File: src/hdl/prq_pkg.sv
// ----------------------------------------------------------------------------
// prq_pkg
// Shared types and constants of the priority ready queue: depth, count width,
// operation and status codes, slot and control records.
// ----------------------------------------------------------------------------
package prq_pkg;

    localparam int QUEUE_DEPTH = 16;
    localparam int CNT_W       = $clog2(QUEUE_DEPTH + 1);
    localparam int OCC_W       = 5;

    localparam logic OP_ENQ = 1'b0;
    localparam logic OP_DEQ = 1'b1;

    typedef enum logic [1:0] {
        STATUS_OK    = 2'd0,
        STATUS_FULL  = 2'd1,
        STATUS_EMPTY = 2'd2
    } prq_status_t;

    typedef struct packed {
        logic [7:0] id;
        logic [7:0] prio;
    } prq_entry_t;

    // Broadcast to every cell in the row.
    typedef struct packed {
        logic       enq;
        logic       deq;
        prq_entry_t new_entry;
    } prq_ctrl_t;

endpackage

File: src/hdl/priority_ready_queue.sv
// ----------------------------------------------------------------------------
// priority_ready_queue
// Ready queue sorted by priority, highest first, ties in arrival order,
// built as a row of slot cells with a shared fill count.
// ----------------------------------------------------------------------------
//  channel  dir  tdata                                   tuser
//  s_       in   [7:0] task_id, [15:8] task_priority     [0] op
//  m_       out  [7:0] out_id, [15:8] out_priority,      [0] out_valid,
//                [20:16] occupancy                       [2:1] status
//
//  One word per cycle while s_tready is high: every cell compares its slot
//  with the incoming priority in parallel and shifts in the same cycle, so the
//  result stands in the output register in the cycle after acceptance.
//  Reset clears the fill count and the output valid; slots need no clearing.
//  s_tready stays high while the output register is empty or being taken.
// ----------------------------------------------------------------------------
module priority_ready_queue (
    input  logic        aclk,
    input  logic        aresetn,
    input  logic        s_tvalid,
    output logic        s_tready,
    input  logic [15:0] s_tdata,   // task_id, task_priority
    input  logic [0:0]  s_tuser,   // op
    output logic        m_tvalid,
    input  logic        m_tready,
    output logic [23:0] m_tdata,   // out_id, out_priority, occupancy, zero pad
    output logic [2:0]  m_tuser    // out_valid, status
);
    import prq_pkg::*;

    logic             accept;
    logic             full;
    logic             empty;
    prq_ctrl_t        ctrl;
    prq_entry_t       entry_arr [QUEUE_DEPTH];
    logic             take_arr  [QUEUE_DEPTH];

    logic [CNT_W-1:0] count_reg;
    logic [CNT_W-1:0] count_next;
    logic             m_valid_reg;
    logic [7:0]       out_id_reg;
    logic [7:0]       out_id_next;
    logic [7:0]       out_prio_reg;
    logic [7:0]       out_prio_next;
    logic             out_valid_reg;
    logic             out_valid_next;
    prq_status_t      status_reg;
    prq_status_t      status_next;
    logic [OCC_W-1:0] occ_reg;
    logic [CNT_W+OCC_W-1:0] count_wide;

    assign s_tready = !m_valid_reg || m_tready;
    assign accept   = s_tvalid && s_tready;
    assign full     = (count_reg == CNT_W'(QUEUE_DEPTH));
    assign empty    = (count_reg == '0);

    always_comb begin
        ctrl.enq          = 1'b0;
        ctrl.deq          = 1'b0;
        ctrl.new_entry.id   = s_tdata[7:0];
        ctrl.new_entry.prio = s_tdata[15:8];
        count_next        = count_reg;
        out_valid_next    = 1'b0;
        out_id_next       = '0;
        out_prio_next     = '0;
        status_next       = STATUS_OK;
        unique case (s_tuser[0])
            OP_ENQ: begin
                if (full) begin
                    status_next = STATUS_FULL;
                end else begin
                    ctrl.enq   = accept;
                    count_next = count_reg + 1'b1;
                end
            end
            OP_DEQ: begin
                if (empty) begin
                    status_next = STATUS_EMPTY;
                end else begin
                    ctrl.deq       = accept;
                    count_next     = count_reg - 1'b1;
                    out_valid_next = 1'b1;
                    out_id_next    = entry_arr[0].id;
                    out_prio_next  = entry_arr[0].prio;
                end
            end
            default: begin
                status_next = STATUS_OK;
            end
        endcase
    end

    genvar gi;
    generate
        for (gi = 0; gi < QUEUE_DEPTH; gi++) begin : g_cell
            logic       occupied;
            logic       left_take;
            prq_entry_t left_entry;
            prq_entry_t right_entry;

            assign occupied = (count_reg > CNT_W'(gi));

            if (gi == 0) begin : g_first
                assign left_take  = 1'b0;
                assign left_entry = '0;
            end else begin : g_inner
                assign left_take  = take_arr[gi-1];
                assign left_entry = entry_arr[gi-1];
            end

            if (gi == QUEUE_DEPTH - 1) begin : g_last
                assign right_entry = entry_arr[gi];
            end else begin : g_body
                assign right_entry = entry_arr[gi+1];
            end

            prq_cell u_cell (
                .aclk        (aclk),
                .ctrl        (ctrl),
                .occupied    (occupied),
                .left_take   (left_take),
                .left_entry  (left_entry),
                .right_entry (right_entry),
                .entry       (entry_arr[gi]),
                .take        (take_arr[gi])
            );
        end
    endgenerate

    // Occupancy carries the low bits of the count.
    assign count_wide = {{OCC_W{1'b0}}, count_next};

    always_ff @(posedge aclk) begin
        if (!aresetn) begin
            count_reg   <= '0;
            m_valid_reg <= 1'b0;
        end else begin
            if (accept) begin
                count_reg <= count_next;
            end
            if (accept) begin
                m_valid_reg <= 1'b1;
            end else if (m_tready) begin
                m_valid_reg <= 1'b0;
            end
        end
    end

    always_ff @(posedge aclk) begin
        if (accept) begin
            out_valid_reg <= out_valid_next;
            out_id_reg    <= out_id_next;
            out_prio_reg  <= out_prio_next;
            status_reg    <= status_next;
            occ_reg       <= count_wide[OCC_W-1:0];
        end
    end

    assign m_tvalid = m_valid_reg;
    assign m_tdata  = {3'b000, occ_reg, out_prio_reg, out_id_reg};
    assign m_tuser  = {status_reg, out_valid_reg};

endmodule

File: src/hdl/prq_cell.sv
// ----------------------------------------------------------------------------
// prq_cell
// One slot of the sorted row. Compares its priority with the incoming task,
// then holds, loads the new task, takes its left neighbor's slot on an
// insert, or takes its right neighbor's slot on a removal.
// ----------------------------------------------------------------------------
module prq_cell (
    input  logic               aclk,
    input  prq_pkg::prq_ctrl_t ctrl,
    input  logic               occupied,
    input  logic               left_take,
    input  prq_pkg::prq_entry_t left_entry,
    input  prq_pkg::prq_entry_t right_entry,
    output prq_pkg::prq_entry_t entry,
    output logic               take
);
    import prq_pkg::*;

    prq_entry_t entry_reg;
    prq_entry_t entry_next;

    // Free slots and slots of strictly lower priority give way.
    assign take  = !occupied || (entry_reg.prio < ctrl.new_entry.prio);
    assign entry = entry_reg;

    always_comb begin
        entry_next = entry_reg;
        if (ctrl.enq && take) begin
            entry_next = left_take ? left_entry : ctrl.new_entry;
        end else if (ctrl.deq) begin
            entry_next = right_entry;
        end
    end

    always_ff @(posedge aclk) begin
        entry_reg <= entry_next;
    end

endmodule

File: config.mk
export PLATFORM = sky130hd
export DESIGN_NAME = priority_ready_queue
export DESIGN_NICKNAME = d
export VERILOG_FILES = /design/src/hdl/prq_pkg.sv /design/src/hdl/priority_ready_queue.sv /design/src/hdl/prq_cell.sv
export SDC_FILE = /design/constraint.sdc
export NUM_CORES = 1
export LEC_CHECK = 0
export BUFFER_PORTS_ARGS = -buffer_cell sky130_fd_sc_hd__buf_2
export CORE_MARGIN = 2
export CORE_UTILIZATION = 57
export DETAILED_ROUTE_END_ITERATION = 10
export PLACE_DENSITY = 0.77
export SETUP_SLACK_MARGIN = 0.15
export SLEW_MARGIN = 15
export SYNTH_ARGS = -nofsm -noshare
export SYNTH_HDL_FRONTEND = slang
export SYNTH_SLANG_ARGS = --single-unit
File: constraint.sdc
create_clock -name aclk -period 3.21 [get_ports aclk]
set_input_delay 0 -clock aclk [delete_from_list [all_inputs] [get_ports aclk]]
set_output_delay 0 -clock aclk [all_outputs]
set_load 0.005 [all_outputs]
; Word level (Yosys, flattened, before mapping)
; Cells that the tools add are included.
[classes]
n_bitwise = 1
addsub = 2
n_reduce_logical = 69
n_lt_le_gt_ge = 32
eq_ne = 1
muxes = 58
[op_table]
columns = cell, n
row1 = 2-to-1 mux 16 bit, 45
row2 = < comparator 8 bit, 16
row3 = "greater-than comparator 5 x 4 -> 1 bit, second input constant", 8
row4 = nonzero test 2 bit, 16
row5 = "greater-than comparator 5 x 3 -> 1 bit, second input constant", 4
row6 = logical AND 1 bit, 17
row7 = zero test 1 bit, 17
row8 = logical OR 1 bit, 17
row9 = "greater-than comparator 5 x 1 -> 1 bit, second input constant", 2
row10 = "greater-than comparator 5 x 2 -> 1 bit, second input constant", 2
row11 = 2-to-1 mux 5 bit, 2
row12 = case mux 5 bit (2 select lines), 1
row13 = 2-to-1 mux 1 bit, 8
row14 = "adder 5 x 1 -> 5 bit, second input constant", 1
row15 = "equality test 5 bit, second input constant", 1
row16 = zero test 5 bit, 1
row17 = "subtractor 5 x 1 -> 5 bit, second input constant", 1
row18 = case mux 2 bit (2 select lines), 1
row19 = 2-to-1 mux 2 bit, 1
row20 = OR reduction 2 bit, 1
row21 = NOT 1 bit, 1
[word_totals]
register_bits = 286
word_cells = 202
inputBits = 21
output_inout_bits = 29

; Depth between registers and ports, before layout
; Gate-level depths: netlist of run 1.
[depth]
ltp_word = 7
depth_mapped = 12
ltp_nobuf = 9

; By module
; Synthesis of run 1 repeated with hierarchy kept, for this count alone.
[hier_totals]
cells_unflattened = 1536
area_unflattened_um2 = 19663.9
[by_module_without_submodules]
columns = module, instances, cells_each, area_per_inst_um2, seq_area_each_um2
row1 = prq_cell, 16, 86, 1126.1, 480.5
row2 = priority_ready_queue, 1, 160, 1646.6, 840.8

; Worst setup path after synthesis of run 1
; No wires, ideal clock.
[synth_path]
path_type = input port to flip-flop
from = in s_tdata[9]
to = reg g_cell[12].u_cell.entry_reg, in the netlist g_cell[12].u_cell.entry[0] (enable)
stages = 9
arrival_ps = 3092
required_ps = 2799
setup_slack_ps = -294
setup_time_ps = 411
path_buffers = 3
cell_sequence = clkbuf_1 -> inv_1 -> ha_1 -> a2111oi_0 -> o31ai_1 -> and2_1 -> buf_2 -> buf_2 -> o21ai_0
[synth_via]
elab_chain_cells = 4
[synth_rtl]
columns = element, line_no
row1 = start: declaration, priority_ready_queue.sv:22  ; input logic [15:0] s_tdata,
row2 = < comparator 8 bit, prq_cell.sv:23  ; assign take = !occupied || (entry_reg.prio < ctrl.new_entry.prio);
row3 = logical OR 1 bit, prq_cell.sv:23
row4 = logical AND 1 bit, prq_cell.sv:28  ; if (ctrl.enq && take) begin
row5 = nonzero test 2 bit (no line), -
row6 = end signal: assignment, prq_cell.sv:36  ; entry_reg <= entry_next;
row7 = end: declaration, prq_cell.sv:19  ; prq_entry_t entry_reg;
; No other way between the ends.
; A chain may end at the register's enable or synchronous reset.

==> impl_metrics.yaml, run 1 <==
die:
  die_area_um2: 31600
  std_cell_rows: 63
  die_w_um: 178
  initial_core_util_pct: 58.0
  die_h_um: 178
  pin_count: 50
  coreArea_um2: 29600
timing:
  tightestPinTransition_ps: 849
  slew_headroom_pct: 43.4
  tns_ps: 0
  hold_viol: 0
  post-route-period-util_pct: 89.7
  report.final.setup_viol: 0
  rsz0062_at_grt: "yes"
  fin_skew_ps: 15.3
  fin_crit_ps: 2880
  fmax_mhz: 347
  drv_slew: 0
worst_setup_path:
  crit_path_start_kind: "flip-flop"
  path_class: "flip-flop to flip-flop"
  reg2reg_from: "count_reg[0]"
  cp.required_ps: 3460
  r2r_slack_ps: 330
  rr_endpoint: "g_cell[4].u_cell.entry[12]"
  end_kind: "flip-flop"
  r2r_cells: 8
  crit_arrival_ps: 3130
  worstPathMaxFanout: 16
  endpoint: "g_cell[4].u_cell.entry[12]"
  crit_start: "count_reg[0]"
route:
  drtPass1Iterations: 5
  vias_per_cell: 6.28
  drc: 0
  vias: 12400
  wl_per_cell_um: 22.7
  detail-route-antenna-nets: 0
  routed_wl_um: 44900
  drt_iter0_markers: 1312
placement:
  portBuffers: 46
  dp_hpwl_um: 32200
  gp_congestion: 0.870
global_route:
  grtUsageMet1_pct: 42.7
  grt_use_met2_pct: 42.7
  grt_first_pass_wirelength_um: 69600
  grt_usage_pct: 29.0
  grt-ovfl-total: 0
  grt_start_max_net_pins: 34
  busiest_layer: "met2"
  first_global_vias: 12100
  antenna_found_initial: 0
  met3_usage_pct: 4.95
logic_synthesis:
  seq_area_frac_synth_pct: 49.6
  yosysTopAreaCell: "edfxtp_1"
  synth_flop_cell: "edfxtp_1"
  synth_mux_area_share_pct: 16.5
  netlist_instances: 1521
  synth_area_um2: 17200
  ys_seq_elements: 286
  yosys-top-cells-area: "edfxtp_1 49%, mux2i_1 12%, ha_1 8.6%, o21ai_0 5.4%, nand2_1 4.5%"
  synth_warnings: 0
  synth_top_family_by_area: "multiplexers"
  synth-simple-area-share_pct: 9.41
  syn_area_per_cell_um2: 11.3
  synthArstFlopShare_pct: 0
  synth_compound_area_share_pct: 12.2
  synth_edf_count: 280
  synth_adder_area_share_pct: 8.59
  synth.top_cell.area_share_pct: 48.9
  synth_xor_area_share_pct: 0.102
  ys_types: 58
pwr:
  power.share.clock_pct: 30.5
  switchingPower_uw: 3440
  cell_internal_pwr_uw: 7910
  leakagePower_uw: 0.00745
  switching_share_pct: 30.3
  power_uw: 11300
  ir_drop_mv: 0.483
  p_seq_share_pct: 46.6
  pwr-share-comb_pct: 22.9
  power_density_nw_per_um2: 602
final_layout:
  drive_gt1_share_pct: 14.3
  largest_reg_flops: 256
  antenna_cells: 0
  synthToLayoutAreaGrowth_pct: 9.71
  layout.nets: 1707
cts:
  cts_inserted_buffers: 34
  clk_latency_ps: 510
  cts.sinks: 286
  clk_pin_slew_ps: 60
  cts_root_buffer: "clkbuf_16"
  cts_tree: "built"
  cts.path.max_buffers: 3
  htree_levels: 2
status:
  status: "finished, final reports clean"
flow_run:
  maxCapViolCount: 0
min_path:
  min_path_type: "input pin to flip-flop"
==> how the worst min path moves through the flow <==
stage | slack (ps) | cells after the start | start | endpoint
final | 20 | 2 | s_tuser | status_reg[0]
after detailed placement | 280 | 3 | s_tvalid | m_tvalid
after CTS | 9 | 2 | s_tuser | status_reg[0]
after global placement | 260 | 3 | s_tvalid | m_tvalid
after global routing | 30 | 2 | s_tuser | status_reg[0]
after floorplan | 120 | 1 | m_tready | s_tready
==> stage by stage <==
step	std cells	util [%]	instance area (um2)	hold slack (ps)	worst slack, ps
floorplan	1523	-	17200	121	334
global placement	1917	60.1	17800	261	278
detailed placement	1917	60.1	17800	278	193
CTS	1976	63.5	18800	9.15	189
global route	1978	63.6	18900	34.4	138
finish	1978	63.6	18900	23.1	330
==> kinds of logic after synthesis <==
| family | after synthesis |
|---|---|
| other cells | 1 |
| buf+inv | 119 |
| simple gates | 368 |
| xor+xnor | 2 |
| compound gates | 362 |
| mux | 265 |
| fa+ha+maj | 118 |
| flops | 286 |
==> cell usage in the layout (no fill, tap or decap), drive strengths merged, types with 4 or more instances in the layout <==
master	instances
a21oi	92
mux2i	208
a211o	8
nand4	15
dfxtp	6
a21boi	4
a2111oi	10
and3	18
nor4b	7
a21o	11
nand2	209
mux2	57
inv	18
nor3	4
o21ai	198
nand2b	20
o211ai	5
nor2	78
ha	118
o21a	16
buf	107
edfxtp	280
clkbuf	44
clkinv	10
nand3	8
==> what timing repair did <==
item | 4_1_cts | 5_1_grt
hold buffers | 3 | 0
endpoints found under the setup margin | 0 | 204
endpoints found under the hold margin | 6 | 0
buffers inserted | 0 | 2
resized for setup | 0 | 4
==> final cells by class <==
cell class                 instances  area (um2)
timing repair buffer             110         718
tap                              390         488
fill                            2332       10800
clock inverter                    12        61.3
multi-input combinational       1118        8080
sequential                       286        8530
inverter                          18        67.6
clock buffer                      44         910
==> synthesized netlist by cell type (5+ instances only) <==
master and n:
edfxtp_1 280, mux2i_1 208, nand2_1 208, o21ai_0 184
ha_1 118, a21oi_1 91, nor2_1 76, clkbuf_1 53
mux2_4 29, mux2_2 28, buf_2 21, and3_1 18
nand2b_1 18, inv_1 17, buf_4 16, o21a_1 16
nand4_1 15, o21ai_1 13, a21o_1 11, buf_6 9
a211o_1 8, nand3_1 8, a2111oi_0 7, nor4b_1 7
dfxtp_1 6, o211ai_1 5
==> per-layer routing <==
layer | vias to the layer above | part of all wire [%]
li1 | 5763 | -
met1 | 5917 | 44
met2 | 619 | 42
met3 | 123 | 9.4
met4 | 0 | 4.1
met5 | - | 0
==> critical path, stage by stage (launching register included) <==
cell	delay, ps
dfxtp_1	310
buf_4	180
ha_1	310
o21ai_0	560
nor4b_1	450
a21o_1	140
buf_4	280
mux2i_1	290
a21oi_1	90
==> power by group through the flow <==
stage	sequential, uW	clock (uW)	combinational (uW)
6_report	5290	3460	2600
5_1_grt	5330	3620	2890
4_1_cts	5270	3490	2550
3_5_place_dp	5340	0	2530
3_3_place_gp	5340	0	2420
2_1_floorplan	5120	0	1940
Note: power is estimated with default switching activity, not from simulation.
==> run 2, diff against run 1 <==
--- a/config.mk
+++ b/config.mk
@@ -7,9 +7,9 @@
 export LEC_CHECK = 0
 export BUFFER_PORTS_ARGS = -buffer_cell sky130_fd_sc_hd__buf_2
 export CORE_MARGIN = 2
-export CORE_UTILIZATION = 57
+export CORE_UTILIZATION = 50
 export DETAILED_ROUTE_END_ITERATION = 10
-export PLACE_DENSITY = 0.77
+export PLACE_DENSITY = 0.69
 export SETUP_SLACK_MARGIN = 0.15
 export SLEW_MARGIN = 15
 export SYNTH_ARGS = -nofsm -noshare
==> run 2 against run 1 <==
Cell count increased by 3.5%. Fmax shrank 3.4%. Largest power group unchanged. Critical endpoint is now g_cell[14].u_cell.entry[10]. Setup slack got worse by 100 ps.
==> impl_metrics.yaml, run 2 (synthesized netlist as in run 1, its figures left out) <==
timing:
  tightestPinTransition_ps: 776
  drv_slew: 0
  rsz0062_at_grt: "yes"
  fin_hold_ws_ps: 35.5
  tns_ps: 0
  post-route-period-util_pct: 92.9
  hold_viol: 0
  slew_headroom_pct: 47.8
  fin_skew_ps: 11.9
  report.final.setup_viol: 0
  fmax_mhz: 335
  fin_crit_ps: 2980
route:
  vias: 12400
  drt_iter0_markers: 1299
  vias_per_cell: 6.07
  drc: 0
  routed_wl_um: 46700
  drtPass1Iterations: 5
  detail-route-antenna-nets: 0
  wl_per_cell_um: 22.8
die:
  pin_count: 50
  die_w_um: 189
  die_h_um: 189
  std_cell_rows: 67
  die_area_um2: 35900
  initial_core_util_pct: 51.0
  coreArea_um2: 33700
flow_run:
  maxCapViolCount: 0
final_layout:
  largest_reg_flops: 256
  final_util_pct: 56.3
  seq_area_um2: 8530
  drive_gt1_share_pct: 14.5
  stdcell_area_um2: 19000
  fin_cells: 2048
  n_fill_cell: 2883
  layout.nets: 1714
  synthToLayoutAreaGrowth_pct: 10.5
  final_cell_mix: "280 x edfxtp_1, 208 x mux2i_1, 207 x nand2_1"
  multi_input_area_um2: 8090
  antenna_cells: 0
  layout_commonest_cell: "edfxtp_1"
worst_setup_path:
  worstPathMaxFanout: 32
  crit_family: "buffers and inverters"
  path_class: "flip-flop to flip-flop"
  crit_path_start_kind: "flip-flop"
  cp.required_ps: 3510
  slowest_stage: "dfxtp_1"
  worstPathBufferInverterCount: 3
  slowest_delay_ps: 530
  end_kind: "flip-flop"
  cpMostUsedCell: "buf_4"
  crit_arrival_ps: 3280
  path_cells: "inv_1 -> ha_1 -> a31oi_1 -> nand2_1 -> buf_4 -> a211oi_4 -> buf_4 -> a21oi_1"
global_route:
  grt_first_pass_wirelength_um: 71000
  grt_usage_pct: 25.8
  grt_start_max_net_pins: 34
  first_global_vias: 12000
  antenna_found_initial: 0
  grt-ovfl-total: 0
cts:
  postCtsSetupBuffers: 0
  clk_pin_slew_ps: 60
  htree_levels: 1
  clk_latency_ps: 570
  cts.path.max_buffers: 3
  cts_root_buffer: "clkbuf_16"
  cts_inserted_buffers: 31
  cts.sinks: 286
  cts_tree: "built"
pwr:
  power_density_nw_per_um2: 592
  leakagePower_uw: 0.00749
  ir_drop_mv: 0.490
placement:
  portBuffers: 46
  gp_congestion: 0.872
  dp_hpwl_um: 34100
  dpl-instance-area_um2: 18000
  dp.cells: 1986
min_path:
  min_path_type: "input pin to flip-flop"
status:
  status: "finished, final reports clean"
## run 2: cell count changes in the layout (fill, tap and decap cells not counted), moves of 2 or more
cell and delta:
buf_4 +7, clkinv_1 +5, clkbuf_16 -4, buf_12 +2, clkinv_2 +2, clkinvlp_4 -2
o21ai_2 -2, o21ai_4 +2
## run 2: area by class of cell
type,count,share of cell area (%)
Clock buffer,40,4.26
Clock inverter,18,0.554
Inverter,18,0.356
Multi-Input combinational cell,1118,42.6
Sequential cell,286,44.9
Tap cell,448,2.95
Timing Repair Buffer,120,4.32
## run 2: what timing repair did
item,4_1_cts,5_1_grt
endpoints found under the hold margin,9,0
resized for setup,0,5
endpoints found under the setup margin,0,102
hold buffers,4,0
## run 2: power breakdown
part           total, uW  internal (uW)  switching [uW]
Sequential          5310           4850             453
Clock               3300           1840            1460
Combinational       2620           1080            1540
Total              11200           7770            3460
## run 2: worst paths after layout
path | from | slack (ps) | end | cells after the start
min reg2reg | g_cell[15].u_cell.entry[15] | 580 | g_cell[14].u_cell.entry[15] | 2
max | count_reg[1] | 230 | g_cell[14].u_cell.entry[10] | 8
max reg2reg | count_reg[1] | 230 | g_cell[14].u_cell.entry[10] | 8
min | s_tdata[9] | 40 | g_cell[15].u_cell.entry[1] | 4
## run 2: worst reg2reg max path, cell delays in order, from the launching register on
cell and delay, ps:
dfxtp_1 530, inv_1 200, ha_1 290, a31oi_1 220
nand2_1 430, buf_4 350, a211oi_4 220, buf_4 330
a21oi_1 130
## run 2: routing by layer
metal	track usage, %	wire, um
met1	38.1	21000
met2	38.2	20000
met3	4.93	4230
met4	8.44	1470
met5	0	0
## run 2: per-stage QoR
step / worst slack, ps / total power [uW]
after floorplan: 334 / 7060
after global placement: 388 / 7820
after detailed placement: 313 / 7940
after CTS: 304 / 11200
after global routing: 134 / 11700
final: 228 / 11200
